===== src/sv/hrrip_pkg.sv =====
`timescale 1ns / 1ps
`default_nettype none
// ----------------------------------------------------------------------------
// hrrip_pkg
// Shared types, codes and default sizes of the hybrid RRIP replacement unit.
// ----------------------------------------------------------------------------
package hrrip_pkg;

   localparam int DEF_NUM_SETS      = 2048;
   localparam int DEF_NUM_WAYS      = 16;
   localparam int DEF_LEADER_COUNT  = 64;
   localparam int DEF_SELECTOR_BITS = 10;
   localparam int DEF_DECAY_PERIOD  = 8192;
   localparam int DEF_HISTORY_DEPTH = 4;

   localparam int SET_IN_W  = 11;
   localparam int WAY_IN_W  = 4;
   localparam int ADDR_W    = 48;
   localparam int PC_W      = 64;
   localparam int SIG_W     = 6;
   localparam int SIG_SHIFT = 13;
   localparam int SIG_DEPTH = 64;
   localparam int CTR_W     = 2;
   localparam int RRPV_W    = 2;
   localparam int BIM_W     = 5;
   localparam int CSR_IDX_W = 1;
   localparam int CSR_DAT_W = 3;

   localparam logic [CTR_W-1:0]  CTR_MAX   = 2'd3;
   localparam logic [CTR_W-1:0]  CTR_INIT  = 2'd1;
   localparam logic [RRPV_W-1:0] RRPV_MAX  = 2'd3;
   localparam logic [RRPV_W-1:0] RRPV_NEAR = 2'd0;

   localparam logic [1:0] REUSE_RESET  = 2'd1;
   localparam logic [2:0] STREAM_RESET = 3'd3;

   typedef enum logic [1:0] {
      CODE_ZERO = 2'd0,
      CODE_POS  = 2'd1,
      CODE_NEG  = 2'd2
   } sign_code_type;

   typedef enum logic {
      OP_VICTIM = 1'b0,
      OP_UPDATE = 1'b1
   } opcode_type;

   typedef enum logic [CSR_IDX_W-1:0] {
      CSR_REUSE  = 1'b0,
      CSR_STREAM = 1'b1
   } csr_index_type;

   typedef enum logic [3:0] {
      ST_INIT,
      ST_IDLE,
      ST_SWEEP,
      ST_READ,
      ST_VICTIM,
      ST_EVAL,
      ST_CTR_A,
      ST_CTR_B
   } state_type;

endpackage
`default_nettype wire


===== src/sv/hrrip_victim.sv =====
`timescale 1ns / 1ps
`default_nettype none
// ----------------------------------------------------------------------------
// hrrip_victim
// Victim search over one set: first dead way, else first distant way,
// else age the set and search again.
// ----------------------------------------------------------------------------
module hrrip_victim import hrrip_pkg::*; #(
   parameter int NUM_WAYS = DEF_NUM_WAYS
) (
   input  wire logic [NUM_WAYS-1:0][RRPV_W-1:0] rrpv,
   input  wire logic [NUM_WAYS-1:0]             dead,
   output      logic [$clog2(NUM_WAYS)-1:0]     victim_way,
   output      logic                            age,
   output      logic [NUM_WAYS-1:0][RRPV_W-1:0] aged_rrpv
);
   localparam int WAY_W = $clog2(NUM_WAYS);

   logic                found_dead, found_far, found_aged;
   logic [WAY_W-1:0]    dead_way, far_way, aged_way;

   always_comb begin
      found_dead = 1'b0;
      found_far  = 1'b0;
      found_aged = 1'b0;
      dead_way   = '0;
      far_way    = '0;
      aged_way   = '0;
      for (int w = NUM_WAYS - 1; w >= 0; w--) begin
         if (dead[w]) begin
            found_dead = 1'b1;
            dead_way   = WAY_W'(w);
         end
         if (rrpv[w] == RRPV_MAX) begin
            found_far = 1'b1;
            far_way   = WAY_W'(w);
         end
         if (rrpv[w] == RRPV_MAX - 2'd1) begin
            found_aged = 1'b1;
            aged_way   = WAY_W'(w);
         end
      end
      for (int w = 0; w < NUM_WAYS; w++) begin
         aged_rrpv[w] = (rrpv[w] == RRPV_MAX) ? rrpv[w] : rrpv[w] + 2'd1;
      end
      age = !found_dead && !found_far;
      priority if (found_dead) begin
         victim_way = dead_way;
      end else if (found_far) begin
         victim_way = far_way;
      end else if (found_aged) begin
         victim_way = aged_way;
      end else begin
         victim_way = '0;
      end
   end
endmodule
`default_nettype wire


===== config.mk =====
export PLATFORM = sky130hd
export DESIGN_NAME = hrrip_victim
export DESIGN_NICKNAME = d
export VERILOG_FILES = /design/src/sv/hrrip_pkg.sv /design/src/sv/hrrip_victim.sv
export SDC_FILE = /design/constraint.sdc
export NUM_CORES = 1
export LEC_CHECK = 0
export BUFFER_PORTS_ARGS = -buffer_cell sky130_fd_sc_hd__buf_2
export CORE_ASPECT_RATIO = 0.6
export CORE_MARGIN = 1.5
export CORE_UTILIZATION = 41
export DETAILED_ROUTE_END_ITERATION = 10
export GPL_TIMING_DRIVEN = 1
export PLACE_DENSITY_LB_ADDON = 0.08
export RECOVER_POWER = 25
export SLEW_MARGIN = 30
export SYNTH_ARGS = -nofsm -noshare
export SYNTH_HDL_FRONTEND = slang
export SYNTH_SLANG_ARGS = --single-unit

===== constraint.sdc =====
create_clock -name vclk -period 2
set_input_delay 0.2 -clock vclk [all_inputs]
set_output_delay 0.2 -clock vclk [all_outputs]
set_load 0.01 [all_outputs]

==> qor.csv, run 1 <==
metric,value,unit
status,"complete, no violations",
seq_cell_count,0,
crit_chain,buf_2 > nor2b_1 > a2111oi_1 > buf_4 > nand2_1 > o21a_1 > a311o_1 > buf_2,
track_usage,23.3,%
clkbuf_count,0,
slew_viol_final,0,
viasPerCell,5.56,
syn_area,995,um2
power.density,209,nW/um2
critPathMostFrequentCell,buf_2,
synth_top_family_by_area,simple AND/OR/NAND/NOR gates,
seqCellArea,0,um2
fill_cells,202,
cp.arrival,1.71,ns
synth_top_area_share,15.7,%
post-route-min-period,1.91,ns
drcViolationCount,0,
drtAntennaViolNets,0,
drt-initial-drc-count,92,
initial_core_util,44.6,%
grt_setup_unrepaired,true,
synth_compound_area_share,41.8,%
dp_hpwl,2.92,mm
fin_tns_setup,0,ns
portBuffers,85,
syn_inst,154,
worst_setup_path_start_kind,input pin,
finalNonFillerCells,284,
critPathMaxFanout,5,
critical_path_class,input pin to output port,
area_delta_synth_final,62.4,%
synthDistinctLibCells,43,
hold_viol,0,
crit_required,1.80,ns
slew_headroom,72.6,%
finalSetupViolCount,0,
cp-end-kind,output port,
io_pins,85,
yosys.area_share.simple,54.8,%
synth_area_leader_cell,nand2b_1,
routabilityCongestion,0.916,
grt_overflow,0,
grt_pass1_vias,1118,
leakage,0.743,nW
ctsHoldBuffers,0,
multi_input_area,1020,um2
die_area,2740,um2
timing.final.crit_share,95.3,%
avgSynthCellArea,6.46,um2
grt_pass1_wl,4.92,mm
whs,0.688,ns
vias,1578,
n_antenna_cell,0,
dpl.cell_count,284,
slowest_delay,0.37,ns
synth_fp_nets,202,
worstMarginPinSlew,0.406,ns
rows,13,
wl,3.43,mm
die_h,41.2,um
ys_seq_area_share,0,%
core,2230,um2
wl_per_cell,12.1,um
finalPower,338,uW
finish.utilization,72.5,%
nets,304,
first_pass_iters,5,
antenna_found_initial,0,
drive_above_1_share,48.0,%
hp-class,input pin to output port,
synth_xor_area_share,0,%
yosys.area_share.adder,0,%
ir_drop,0.126,mV
muxShareOfSynthArea,0,%
fmax,0.525,GHz
synthTopCellsByArea,"nand2b_1 16%, or2_2 9.4%, nand2_1 6.8%",
max_cap_violations,0,
slowest_stage,a2111oi_1,
grt_max_degree,8,
die_x,66.6,um
yosys_warnings,0,
[power breakdown]
part	switching (mW)	leakage [nW]	internal, mW	total [mW]
registers	0	0	0	0
logic	0.183	0.743	0.155	0.338
clock network	0	0	0	0
total	0.183	0.743	0.155	0.338
[cell usage after synthesis (2+ instances only)]
library cell / n
o21a_1: 2
or2_2: 15
a211oi_1: 2
a22oi_1: 7
nor4_1: 5
nand2_1: 18
nand3_1: 3
inv_1: 9
o31a_1: 2
nand2b_1: 25
a22o_1: 5
o31ai_1: 2
a31oi_1: 6
o21ai_0: 6
o221ai_1: 3
nor3_1: 6
nor2b_1: 7
nor2_1: 5
a21boi_0: 2
[cells in the final DEF (no fill, tap or decap), types with 3 or more instances in the layout]
master     n
buf_2     77
nand2b_1  24
nand2_1   18
or2_2     15
buf_4     15
inv_1      9
clkbuf_1   8
nor2b_1    7
o21ai_0    6
a31oi_1    6
nor3_1     6
a22o_1     5
nor2_1     5
a22oi_2    4
nor4_2     3
a22oi_1    3
o221ai_1   3
nand3_1    3
[cell families (layout without fill, tap and decap cells)]
kind of cell,count (synthesis),after routing
AO/OA/AOI/OAI,53,53
buffers and inverters,9,109
AND/OR/NAND/NOR,92,92
[timing repair]
| action | 4_1_cts | 5_1_grt |
|---|---|---|
| resized for setup | 0 | 9 |
| endpoints found under the setup margin | 0 | 2 |
| buffers inserted | 0 | 0 |
[layer usage]
metal	track usage, %	vias up	share of wire [%]
met5	0	-	0
met4	0	0	0
met3	4.12	0	13
met2	32.5	91	37
met1	37.5	685	50
li1	-	802	-
[metrics by stage]
| stage | setup WS, ns | instance area [um2] |
|---|---|---|
| after floorplan | 0.198 | 995 |
| after global placement | 0.0502 | 1570 |
| after detailed placement | 0.0499 | 1570 |
| after CTS | 0.0365 | 1570 |
| after global routing | -0.0118 | 1620 |
| final | 0.0946 | 1620 |
[cell type report]
cell class                 count  area share [%]
timing repair buffer         100            32.7
inverter                       9            2.09
tap                           30            2.32
multi-input combinational    145            62.9
[critical path, delay by kind of cell]
| family | cells | cell delay [ns] |
|---|---|---|
| buffers and inverters | 3 | 0.45 |
| AND/OR/NAND/NOR | 2 | 0.21 |
| AO/OA/AOI/OAI | 3 | 0.84 |
[final timing paths]
check | end | cells past startpoint | start | slack (ns)
max | victim_way[0] | 8 | rrpv[25] | 0.09
min | aged_rrpv[14] | 3 | rrpv[14] | 0.69
Power figures use the tool's default switching activity.
==> inputs of run 2 (changes only) <==
Settings changed: CELL_PAD_IN_SITES_DETAIL_PLACEMENT from default to 1, CELL_PAD_IN_SITES_GLOBAL_PLACEMENT from default to 1, CORE_UTILIZATION 41 to 25.
==> run 2 against run 1 <==
Compared with the run above: worst hold slack worse by 0.0010 ns; global-route usage decreased by 5.5 points; via count grew 0.63%; sequential cell count unchanged; setup slack got worse by 0.012 ns; fmax down 0.64%; first-iteration DRC count is 36% lower; die area up 60%; critical path depth fell by 1; non-clock buffer count up 5; count of clock-buffer cells in the layout unchanged; sequential share of layout area is the same; critical path type unchanged; critical endpoint unchanged; highest routed layer unchanged.
==> qor.csv, run 2 (synthesized netlist as in run 1, its figures left out) <==
metric,value,unit
grt_overflow,0,
layout_commonest_cell,buf_2,
max_cap_violations,0,
critical_path_class,input pin to output port,
ir_drop,0.0823,mV
hp-class,input pin to output port,
fin_ws,0.0823,ns
track_usage,17.8,%
wl,4.34,mm
die_x,84.4,um
slew_headroom,71.1,%
ctsHoldBuffers,0,
dpl.cell_count,303,
crit_required,1.80,ns
seq_cell_count,0,
layout_common_cells,"78 x buf_2, 24 x nand2b_1, 20 x buf_4, 17 x nand2_1, 15 x or2_2",
drive_above_1_share,51.4,%
fill_cells,529,
nets,309,
drtAntennaViolNets,0,
grt_max_degree,8,
critPathMaxFanout,4,
post-route-min-period,1.92,ns
leakage,0.767,nW
power.density,212,nW/um2
status,"complete, no violations",
viasPerCell,5.19,
pre_cts_ws,0.0374,ns
worst_setup_path_start_kind,input pin,
grt_setup_unrepaired,true,
area_delta_synth_final,70.1,%
rows,17,
io_pins,85,
first_pass_iters,5,
finalNonFillerCells,306,
slew_viol_final,0,
dp_hpwl,3.66,mm
n_antenna_cell,0,
initial_core_util,26.6,%
antenna_found_initial,0,
routabilityCongestion,0.796,
die_area,4380,um2
cp-end-kind,output port,
seqCellArea,0,um2
worstMarginPinSlew,0.430,ns
grt_pass1_wl,6.50,mm
clkbuf_count,0,
drt-initial-drc-count,59,
finalSetupViolCount,0,
hold_viol,0,
die_h,51.9,um
finalPower,358,uW
drcViolationCount,0,
grt_pass1_vias,1378,
portBuffers,85,
cp.arrival,1.72,ns
vias,1588,
core,3740,um2
endpoint,victim_way[0],
critPathLaunch,rrpv[12],
wl_per_cell,14.2,um
fmax,0.521,GHz
timing.final.crit_share,95.9,%
run 2: metrics by stage:
stage	cell area (um2)	util (%)	hold slack, ns	setup TNS (ns)
3_5_place_dp	1610	42.9	0.692	0
2_1_floorplan	995	-	0.471	0
5_1_grt	1690	45.2	0.714	-0.0170
3_3_place_gp	1610	42.9	0.686	0
6_report	1690	45.2	0.687	0
4_1_cts	1610	42.9	0.694	0
run 2: power by group:
| group | internal [mW] | total, mW | switching [mW] |
|---|---|---|---|
| logic | 0.161 | 0.358 | 0.197 |
| clock network | 0 | 0 | 0 |
| registers | 0 | 0 | 0 |
run 2: worst max-delay path, stage by stage:
cell	delay, ns
buf_2	0.11
a22o_1	0.24
a221o_2	0.38
o311ai_2	0.26
nor3_2	0.09
a311o_1	0.31
buf_2	0.14
run 2: metal layers:
| metal | routed length [um] | share of wire, % | up-vias | global-route usage (%) |
|---|---|---|---|---|
| met4 | 0 | 0 | 0 | 0 |
| met3 | 210 | 4.8 | 0 | 0.635 |
| li1 | - | - | 809 | - |
| met5 | 0 | 0 | - | 0 |
| met1 | 2370 | 55 | 731 | 28.1 |
| met2 | 1760 | 40 | 48 | 28.4 |
run 2: how the worst min path moves through the flow:
stage               depth (start not counted)      from            end
floorplan                                   1  rrpv[12]  aged_rrpv[12]
global placement                            3  rrpv[18]  aged_rrpv[18]
detailed placement                          3  rrpv[18]  aged_rrpv[18]
CTS                                         3   rrpv[0]   aged_rrpv[0]
global route                                3  rrpv[18]  aged_rrpv[18]
finish                                      3   rrpv[0]   aged_rrpv[0]
run 2: timing repair:
action / 4_1_cts / 5_1_grt
setup buffers: 0 / 3
setup endpoints to repair: 0 / 3
gates resized for setup: 0 / 15
run 2: cell type report:
type                            instances  area (um2)  share of cell area [%]
Tap cell                               47        58.8                    3.48
Timing Repair Buffer                  105         567                    33.5
Multi-Input combinational cell        145        1030                    61.0
Inverter                                9        33.8                    2.00
