[config.mk]
export PLATFORM = sky130hd
export DESIGN_NAME = hrrip_ram
export DESIGN_NICKNAME = d
export VERILOG_FILES = /design/src/sv/hrrip_ram.sv
export SDC_FILE = /design/constraint.sdc
export NUM_CORES = 1
export LEC_CHECK = 0
export BUFFER_PORTS_ARGS = -buffer_cell sky130_fd_sc_hd__buf_4
export CAP_MARGIN = 5
export CORE_MARGIN = 2
export CORE_UTILIZATION = 60
export DETAILED_ROUTE_END_ITERATION = 10
export PLACE_DENSITY = 0.76
export SLEW_MARGIN = 20
export SYNTH_ARGS = -nofsm -noshare
export SYNTH_HDL_FRONTEND = slang
export SYNTH_SLANG_ARGS = --single-unit
[constraint.sdc]
create_clock -name clock -period 2.5 [get_ports clock]
set_input_delay 0.25 -clock clock [delete_from_list [all_inputs] [get_ports clock]]
set_output_delay 0.25 -clock clock [all_outputs]
set_load 0.02 [all_outputs]
[src/sv/hrrip_ram.sv]
`timescale 1ns / 1ps
`default_nettype none
// ----------------------------------------------------------------------------
// hrrip_ram
// Generic simple dual-port RAM, one write and one registered read port.
// ----------------------------------------------------------------------------
module hrrip_ram #(
   parameter int WIDTH = 8,
   parameter int DEPTH = 64
) (
   input  wire logic                     clock,
   input  wire logic                     wr_en,
   input  wire logic [$clog2(DEPTH)-1:0] wr_addr,
   input  wire logic [WIDTH-1:0]         wr_data,
   input  wire logic                     rd_en,
   input  wire logic [$clog2(DEPTH)-1:0] rd_addr,
   output      logic [WIDTH-1:0]         rd_data
);
   logic [WIDTH-1:0] mem [DEPTH];
   logic [WIDTH-1:0] rd_data_ff;

   always_ff @(posedge clock) begin
      if (wr_en) begin
         mem[wr_addr] <= wr_data;
      end
      if (rd_en) begin
         rd_data_ff <= mem[rd_addr];
      end
   end

   assign rd_data = rd_data_ff;
endmodule
`default_nettype wire

==> summary by stage, run 1 <==
Floorplan
After floorplanning, the core was divided into 67 placement rows. In this run the count of I/O pins placed on the die edge is 31. The core region is 33400 sq um. The floorplan step defined a die boundary enclosing 35200 sq um. The chip width is 188 microns. The floorplan step set the die height to 188 microns.

The initial utilization of the core area, before any placement, comes to 60.7%.

Clock network
The clock insertion delay at the later pin of the skew report is 570 ps. For this design, the sink count on the clock tree is 520. The deepest level of the CTS H-tree is 2. The buffer type at the clock tree root is sky130_fd_sc_hd__clkbuf_16. In this run, post-CTS repair resized a total of 0 instances. The clock transition at the registers of the reported paths is 60 ps. The total CTS buffers is 51. TritonCTS built the clock tree. The buffer depth of the longest clock path is 3.

STA
The time the worst path needs with I/O delays and setup is 2150 ps. For the final database, setup skew stands at 17.2 ps. Based on the critical path, the design can be clocked at up to 466 MHz.

The number of hold violations in the final report is 0. The slew of the pin with the lowest slew margin is 722 ps. The worst slew slack as a fraction of its limit is 51.9%.

The final period utilization is 85.9%. Setup repair after global routing left no endpoint under its margin. The number of max-slew violations in the final report is 0. Setup total negative slack on the finished layout was measured at 0 ps. The final setup violation count is 0.

Setup path
The maximum fanout count along the critical path is 1. The launch instance of the worst register-to-register path is mem[21][6]. The critical path in this run is classified as register to register. The length in cells of the worst reg-to-reg path is 5. The data required time at the worst endpoint is 2790 ps. At the worst endpoint, the arrival time is 2440 ps. The worst reg2reg path endpoint is rd_data[6]. The slack of the worst reg-to-reg path is 350 ps.

The nature of the critical path startpoint is a register. The worst setup path is captured at a register.

GRT
The largest net degree at the start of global routing is 65. For this run the aggregate overflow at the end of global routing stands at 0. The via count of the first global-routing pass is 10.4k. The number of antenna violations at the first check in global routing is 0.

The wire length of the first global-routing pass is 68.2 mm. The overall track demand over capacity in global routing is 26.8%.

Yosys
The share of the yosys chip area belonging to registers is 77.1%. The share of flip-flops with an asynchronous set or reset after synthesis is 0%. The net count after synthesis is 963.

The netlist uses 39 different library cells. For this run, the leading register cell type out of synthesis is sky130_fd_sc_hd__edfxtp_1. The number of storage elements in the synthesis netlist is 520. The combined area of all synthesized cells is 20200 sq um. The synthesized design contains 520 enable-type register cells.

The number of synthesis warnings is 0. In this run the mean area of a mapped cell was 21.5 sq um. The gate count of the mapped netlist is 940.

Power
The switching component of the power is 3720 uW. The worst-case IR drop observed on VDD is 0.535 mV. The combinational fraction of design power is 5.3%. The portion of total power attributed to the clock network is 41.0%. In this run the power density over the cells is 776 nW/um^2. The share of total power dissipated in sequential elements is 53.7%. The internal power of the cells totals 14300 uW. For this design the static power due to leakage is 0.00749 uW. Net switching is 20.6% of the power.

Finish
The share of cells above drive strength 1 is 31.3%. The finished cells cover 23300 sq um. The number of diodes added for antenna fixing is 0.

The net count of the finished layout is 1107. The post-synthesis to final-layout area growth is 14.9%. Fill cells in the final layout number 1985.

Drt
The total detailed-routing wirelength is 45.9 mm. After detailed routing, the number of remaining DRC violations is 0. The final routed wire length divided by cell count is 29.2 microns. Before antenna repair, the detailed router went through 8 iterations. The post-detailed-route via-to-cell ratio is 6.53. Once detail routing completed, the nets flagged for antenna violations numbered 0. Detailed routing inserted a total of 10.3k vias. The number of DRC violations after detailed-routing iteration 0 is 1437.

Placed design
The wire-length estimate of the detail-placed layout is 27.3 mm. The placed cell area is 21600 sq um. Routability-driven placement finished with a final weighted congestion of 0.861.

The number of buffers inserted by port buffering is 30.

Run
The max-capacitance violation count is 0.

Min path
The path category of the worst min-delay check is primary input to register. For hold timing, the worst endpoint is mem[48][1]. The count of cells along the worst hold path is 2. The launch instance of the worst min-delay path is wr_addr[2].

Run status
The run finished with clean final reports.
cells in the mapped netlist (3+ instances only):
| cell | n | area, sq um |
|---|---|---|
| sky130_fd_sc_hd__edfxtp_1 | 520 | 15600 |
| sky130_fd_sc_hd__mux4_2 | 126 | 2840 |
| sky130_fd_sc_hd__nor2_1 | 83 | 312 |
| sky130_fd_sc_hd__mux2i_1 | 23 | 230 |
| sky130_fd_sc_hd__nand2_1 | 19 | 71.3 |
| sky130_fd_sc_hd__clkbuf_1 | 17 | 63.8 |
| sky130_fd_sc_hd__nor2b_1 | 14 | 87.6 |
| sky130_fd_sc_hd__buf_4 | 13 | 97.6 |
| sky130_fd_sc_hd__mux2_2 | 13 | 146 |
| sky130_fd_sc_hd__nand3_1 | 13 | 65.1 |
| sky130_fd_sc_hd__buf_2 | 11 | 55.1 |
| sky130_fd_sc_hd__o221ai_1 | 8 | 70.1 |
| sky130_fd_sc_hd__o22ai_1 | 8 | 50.1 |
| sky130_fd_sc_hd__nand2b_1 | 7 | 43.8 |
| sky130_fd_sc_hd__nor3_1 | 7 | 35.0 |
| sky130_fd_sc_hd__a221oi_1 | 6 | 52.6 |
| sky130_fd_sc_hd__a211oi_1 | 4 | 30.0 |
| sky130_fd_sc_hd__buf_1 | 4 | 15.0 |
| sky130_fd_sc_hd__buf_6 | 4 | 45.0 |
| sky130_fd_sc_hd__a21oi_1 | 3 | 15.0 |
| sky130_fd_sc_hd__a22oi_1 | 3 | 22.5 |
| sky130_fd_sc_hd__nand3b_1 | 3 | 22.5 |
| sky130_fd_sc_hd__o2111ai_1 | 3 | 26.3 |
| sky130_fd_sc_hd__o2bb2ai_1 | 3 | 26.3 |
cells in the final DEF, fill, tap and decap left out, drive strengths merged, types with 8 or more instances in the layout:
master / instances
buf: 140
clkinv: 15
nor2b: 14
mux4: 126
nor2: 83
mux2i: 23
o221ai: 8
o22ai: 8
nand2: 19
mux2: 13
edfxtp: 520
nand3: 13
clkbuf: 67
layout make-up:
class / count / area (sq um) / area share [%]
clock buffer: 66 / 1380 / 5.91
clock inverter: 26 / 236 / 1.02
multi-input combinational: 369 / 4320 / 18.5
sequential: 520 / 15600 / 67.1
tap: 448 / 561 / 2.41
timing repair buffer: 142 / 1160 / 5.00
logic make-up (layout without fill, tap and decap cells):
family,count (synthesis),after routing,synth area share [%]
flops,520,520,77.1
mux,162,162,15.9
simple gates,153,153,3.37
compound gates,54,54,2.06
buf+inv,51,234,1.56
flip-flops by register name, indices dropped and copies added (netlist names):
| signal | count |
|---|---|
| mem | 512 |
| rd_data | 8 |
power groups by stage:
stage	combinational (uW)	clock (uW)	sequential [uW]
after floorplan	515	0	9880
after global placement	916	0	9880
after detailed placement	939	0	9880
after CTS	949	7470	9700
after global routing	1000	7810	9700
final	953	7410	9700
timing repair:
item / CTS / global route
setup endpoints to repair: 0 / 0
hold endpoints to repair: 8 / 0
buffers inserted: 0 / 0
hold buffers: 1 / 0
critical path, cell delays in order (launching register included):
cell and delay [ps]:
sky130_fd_sc_hd__edfxtp_1 390, sky130_fd_sc_hd__mux4_2 510, sky130_fd_sc_hd__mux2_2 270, sky130_fd_sc_hd__o221a_2 280
sky130_fd_sc_hd__nor3_1 280, sky130_fd_sc_hd__o32ai_1 140
routing by layer:
layer	wire length, microns	GRT usage, %	up-vias
li1	-	-	4226
met1	17600	39.5	5280
met2	22300	42.2	666
met3	4690	4.45	94
met4	1370	8.15	0
met5	0	0	-
worst max path at each step:
stage                           from         end  slack (ps)  depth (start not counted)
final                     mem[21][6]  rd_data[6]         350                          5
after global routing      mem[21][6]  rd_data[6]         320                          5
after CTS                 mem[21][6]  rd_data[6]         360                          5
after detailed placement  rd_addr[0]  rd_data[3]         -30                          7
after global placement    rd_addr[0]  rd_data[0]          70                          8
after floorplan           rd_addr[1]  rd_data[3]         440                          7
through the flow:
step	power [uW]	hold WS (ps)	utilization, %	setup WS, ps	cells
floorplan	10400	349	-	444	940
global placement	10800	538	64.9	68.7	1478
detailed placement	10800	539	64.9	-26.5	1478
CTS	18100	90.7	69.7	357	1571
global route	18500	117	69.7	315	1571
finish	18100	120	69.7	353	1571
No activity file was read; power rests on OpenSTA's default activity.
==> run 2: changes to the inputs <==
Settings changed: MAX_ROUTING_LAYER from default to met4.
==> run 2 against run 1 <==
Net effect:
- sequential power is essentially flat
- critical path type unchanged
- non-clock buffer count stayed put
- critical path depth unchanged
- sequential share of layout area unchanged
- final area is the same
- largest power group unchanged
- via count increased by 0.94%
- clock skew shrank 11 ps
- largest cell class unchanged
- global-route usage up 0.89 points
- critical endpoint unchanged
- first-iteration DRC count grew 3.3%
- clock power barely moved
- worst setup slack got worse by 67 ps
- die area is the same
==> summary by stage, run 2 (same netlist as run 1, synthesis figures left out) <==
Setup path
The maximum fanout count along the critical path is 1. At the worst endpoint, the required time is 2790 ps. The cell at the slowest stage of the critical path is sky130_fd_sc_hd__mux4_2. The critical path goes through mux4_2, mux2_2, o221a_2, nor3_1, o32ai_1. The delay of the slowest critical-path stage is 510 ps. STA puts the critical path data arrival time at 2500 ps. STA classifies the critical path endpoint as a register. The length in cells of the worst reg-to-reg path is 5. The critical path in this run is classified as register to register.

The nature of the critical path startpoint is a register.

STA
The final critical path takes up 88.5% of the cycle. At the pin with the least slew margin, the transition time is 726 ps. The sum of negative setup slack is 0 ps.

The time the worst path needs with I/O delays and setup is 2210 ps. Measured against its own limit, the worst slew margin works out to 51.6%. The setup skew after layout is 6.24 ps. Setup repair after global routing left no endpoint under its margin. For this run, the top clock speed supported by timing is 452 MHz.

Setup violations remaining at the end of the flow were counted as 0. The number of max-slew violations in the final report is 0. The number of hold violations in the final report is 0.

GRT
The via count of the first global-routing pass is 10.4k. The overall track demand over capacity in global routing is 27.7%. The overflow left after global routing is 0. The first global-routing pass estimated 68.3 mm of wire.

The number of antenna violations at the first check in global routing is 0. The largest net degree at the start of global routing is 65.

Clock network
The clock reaches the later pin of the worst-skew pair after 560 ps. The total CTS buffers is 51. The clock passes through at most 3 buffers. The CTS tree is yes.

The number of setup buffers added after CTS is 0. The clock transition at the registers of the reported paths is 60 ps. The buffer type at the clock tree root is sky130_fd_sc_hd__clkbuf_16.

The clock drives 520 sinks. The H-tree was split into 2 levels.

Placed design
Summed over all nets, the half-perimeter wirelength after detailed placement is 27.3 mm. The placed cell area is 21600 sq um. The final weighted congestion in routability-driven placement is 0.876. In this run the tool buffered the top-level ports with 30 buffer cells.

Floorplan
The floorplan core area is 33400 sq um. In this run the count of I/O pins placed on the die edge is 31. After floorplanning, the core was divided into 67 placement rows. The overall die height is 188 microns.

Once the floorplan was initialized, standard cells occupied 60.7% of the core. The die covers 35200 sq um. From left edge to right edge, the die measures 188 microns.

Min path
The worst hold path was traced through 2 stages. The path category of the worst min-delay check is primary input to register.

Drt
The routed via count is 10.4k. The number of DRC violations after detailed-routing iteration 0 is 1485. The first TritonRoute pass finished after 5 iterations. The total detailed-routing wirelength is 45.9 mm.

The remaining number of nets flagged by the antenna check after routing is 0. Dividing the detail-routed wire length by the instance count gives 29.2 microns. In the routed layout, each cell is associated on average with a via count of 6.60. In the routed design, unresolved DRC markers number 0.

Finish
The number of antenna diodes in the final layout is 0. The final design instance area without fill is 23300 sq um. The net count of the finished layout is 1107. The share of cells above drive strength 1 is 31.3%. The register with the most flip-flops in the layout has 512 of them.

More flip-flops sit in one register than any other, and that register is mem. The total area of multi-input combinational cells is 4320 sq um. The final-layout fill cell count is 1985. The post-synthesis to final-layout area growth is 14.9%.

The sequential cells in the finished layout cover a total of 15600 sq um. In the layout the commonest cells are 520 x sky130_fd_sc_hd__edfxtp_1, 133 x sky130_fd_sc_hd__buf_4, 126 x sky130_fd_sc_hd__mux4_2. The most common library cell in the layout ignoring fill and taps is sky130_fd_sc_hd__edfxtp_1.

Power
For this design the static power due to leakage is 0.00749 uW. The maximum vdd ir drop is 0.537 mV. The power density over cell area is 776 nW/um^2.

Run
Max-cap violations in this run came to 0.

Run status
The run finished with clean final reports.
==> run 2: power breakdown <==
group,leakage [uW],switching [uW],total [uW],internal [uW]
registers,0.00469,30.9,9700,9670
logic,0.00204,569,955,386
clock network,0.000764,3120,7410,4290
==> run 2: worst paths after layout <==
check                             endpoint        from  slack, ps
worst max-delay path            rd_data[6]  mem[21][6]        290
worst min-delay path            mem[48][1]  wr_addr[1]        120
worst max register to register  rd_data[6]  mem[21][6]        290
worst min register to register  rd_data[4]  mem[30][4]        950
==> run 2: timing repair <==
item                       4_1_cts  5_1_grt
hold buffers                     1        0
hold endpoints to repair         8        0
setup endpoints to repair        0        0
resized for setup                0        0
==> run 2: metal layers <==
layer / up-vias / global-route usage (%) / part of all wire [%]
li1: 4224 / - / -
met1: 5361 / 39.1 / 38
met2: 688 / 42.4 / 49
met3: 90 / 4.81 / 10
met4: 0 / 8.27 / 2.8
met5: - / - / 0
==> run 2: critical path, delay by kind of cell (launching register included) <==
family           cells  cell delay (ps)
flip-flops           1              390
AO/OA/AOI/OAI        2              440
AND/OR/NAND/NOR      1              330
multiplexers         2              780
==> run 2: cell type report <==
cell class              count  share of cell area (%)
multi-input cells         369                    18.5
well taps                 448                    2.41
flip-flops and latches    520                    67.1
clock inverters            26                    1.02
clock buffers              66                    5.91
repair buffers            142                    5.00
==> run 2: per-stage QoR <==
| stage | power [uW] | setup slack, ps | hold WS, ps | util [%] | cells |
|---|---|---|---|---|---|
| after floorplan | 10400 | 444 | 349 | - | 940 |
| after global placement | 10800 | 68.7 | 538 | 64.9 | 1478 |
| after detailed placement | 10800 | -26.5 | 539 | 64.9 | 1478 |
| after CTS | 18100 | 357 | 90.7 | 69.7 | 1571 |
| after global routing | 18500 | 260 | 117 | 69.7 | 1571 |
| final | 18100 | 287 | 119 | 69.7 | 1571 |
==> run 3: changes to the inputs <==
Settings changed: PLACE_DENSITY 0.76 to 0.78.
==> run 3 against run 2 <==
Net effect:
- first-iteration DRC count shrank 11%
- via count shrank 2.5%
- clock-buffer cell count shrank 7
- cell count decreased by 1.1%
- sequential power hardly changed
- largest cell class unchanged
==> summary by stage, run 3 (same netlist as run 1, synthesis figures left out) <==
Run status
The run finished with clean final reports.

Power
Across the VDD grid, the largest voltage drop is 0.608 mV. The combinational fraction of design power is 5.3%. In this run the power density over the cells is 773 nW/um^2. The portion of total power attributed to sequential cells is 54.2%. Summing internal, switching and leakage power gives 17900 uW. The switching fraction of total power is 20.3%. Cell internal power was estimated by the tool at 14300 uW. The leakage component of the power is 0.00745 uW. The switching component of the power is 3620 uW. The portion of total power attributed to the clock network is 40.6%.

Setup path
The path type of the worst setup path is register to register. The total buffers and inverters traversed by the critical path is 0. The data arrival time at the worst-slack endpoint is 2500 ps. The startpoint identified for the worst register-to-register timing path is mem[16][4]. The worst register-to-register path has a setup slack of 320 ps.

The maximum fanout count along the critical path is 1. The endpoint class of the critical path is a register. The data required time at the worst endpoint is 2820 ps. The nature of the critical path startpoint is a register. Among all stages on the critical path, the largest delay is contributed by sky130_fd_sc_hd__mux4_2. The start point of the critical path is mem[16][4]. The signal on the critical path passes through mux4_2, mux2_2, o221a_2, nor3_1, o32ai_1. The cell family with the largest share of critical-path delay is multiplexers. The delay of the slowest critical-path stage is 470 ps.

Min path
The path category of the worst min-delay check is primary input to register. In this run the most critical hold path is launched from wr_addr[2].

Clock network
TritonCTS created 49 clock buffers. The CTS tree is yes. The tree built by TritonCTS fans out to 520 sinks. The clock transition at the registers of the reported paths is 70 ps. The clock insertion delay at the later pin of the skew report is 570 ps.

In this run the clock root is driven by a sky130_fd_sc_hd__clkbuf_16. Counting along the longest clock path gives a buffer depth of 3. The deepest level of the CTS H-tree is 2.

Post-CTS timing repair inserted 0 buffers for setup.

STA
The time the worst path needs with I/O delays and setup is 2180 ps. The sum of negative setup slack is 0 ps. Headroom to the max-slew limit came out at 50.8%.

The number of hold violations in the final report is 0. The final period utilization is 87.1%. The number of max-slew violations in the final report was 0. Setup repair after global routing left no endpoint under its margin.

The slew of the pin with the lowest slew margin is 738 ps. The minimum setup slack in the final design is 323 ps. Between clock sinks in the finished design, the worst skew comes to 25.2 ps.

The maximum clock frequency is 459 MHz. The final setup violation count is 0.

Finish
Leaving out fill and tap cells, the most frequent cells in the layout are 520 x sky130_fd_sc_hd__edfxtp_1, 126 x sky130_fd_sc_hd__mux4_2, 121 x sky130_fd_sc_hd__buf_4. The post-synthesis to final-layout area growth is 14.3%. The share of cells above drive strength 1 is 30.8%. The register bank with the most flops is mem. In the final design database the tool counted 1094 nets. The flip-flop count of the largest register, all copies and words added is 512. The repair_antennas step left the layout with diodes totalling 0. The most common library cell in the layout ignoring fill and taps is sky130_fd_sc_hd__edfxtp_1. The final design instance area without fill is 23100 sq um.

Floorplan
For this configuration, the core starts out at a cell density of 60.7%. 31 I/O pins were placed. The overall die height is 188 microns. The chip width is 188 microns. In this run the core area contains 67 standard-cell rows.

The area enclosed by the die boundary is 35200 sq um. The core region is 33400 sq um.

GRT
The overall track demand over capacity in global routing is 26.6%. After global routing the overflow that remains totals 0. The wire length of the first global-routing pass is 66.1 mm. The number of antenna violations at the first check in global routing came to 0. The largest net degree at the start of global routing is 65. The via count of the first global-routing pass is 10.4k.

Drt
The total detailed-routing wirelength is 43.8 mm. The length of the first detailed-routing pass in iterations is 5. The routed via count is 10.1k.

After the first detailed-routing iteration, the DRC count stood at 1324. The remaining number of nets flagged by the antenna check after routing is 0. In the final routed layout, each cell accounts on average for 28.2 microns. In the routed layout, each cell is associated on average with a via count of 6.51. After detailed routing, the number of remaining DRC violations is 0.

Placed design
The number of buffers inserted by port buffering is 30. The placed cell area is 21600 sq um. The pre-CTS worst setup slack is 15.2 ps.

The final weighted congestion in routability-driven placement is 0.816. Summed over all nets, the half-perimeter wirelength after detailed placement is 26.4 mm.

Run
Across the run, the number of max-cap violations was 0.
-- run 3: cell type report --
type | instances | area (sq um)
Clock buffer | 59 | 1310
Clock inverter | 26 | 253
Fill cell | 2034 | 10200
Multi-Input combinational cell | 369 | 4320
Sequential cell | 520 | 15600
Tap cell | 448 | 561
Timing Repair Buffer | 131 | 1090
-- run 3: timing repair --
action | 4_1_cts | 5_1_grt
hold buffers | 1 | 0
hold endpoints to repair | 8 | 0
gates resized for setup | 0 | 0
-- run 3: per-stage QoR --
step | util, % | hold slack, ps | std cells
after global routing | 69.4 | 164 | 1553
after detailed placement | 64.7 | 574 | 1467
final | 69.4 | 146 | 1553
after CTS | 69.4 | 117 | 1553
after floorplan | - | 349 | 940
after global placement | 64.7 | 570 | 1467
-- run 3: layer usage --
layer / up-vias / share of wire, % / GRT usage, %
met5: - / 0 / -
met4: 0 / 2.9 / 8.69
met3: 97 / 9.4 / 5.50
met2: 541 / 49 / 40.5
met1: 5274 / 39 / 37.0
li1: 4195 / - / -
-- run 3: worst paths after layout --
kind,end,cells after the start
setup / recovery,rd_data[4],5
setup reg to reg,rd_data[4],5
hold reg to reg,rd_data[6],3
hold / removal,mem[54][7],3
-- run 3: power groups by stage --
stage	Clock (uW)	Sequential, uW	Combinational [uW]
5_1_grt	7650	9690	1000
4_1_cts	7350	9690	944
2_1_floorplan	0	9880	515
6_report	7260	9690	943
3_3_place_gp	0	9870	911
3_5_place_dp	0	9880	933
-- run 3: worst min-delay path, delay by kind of cell --
family	cells	cell delay [ps]
buffers and inverters	1	160
AND/OR/NAND/NOR	2	130
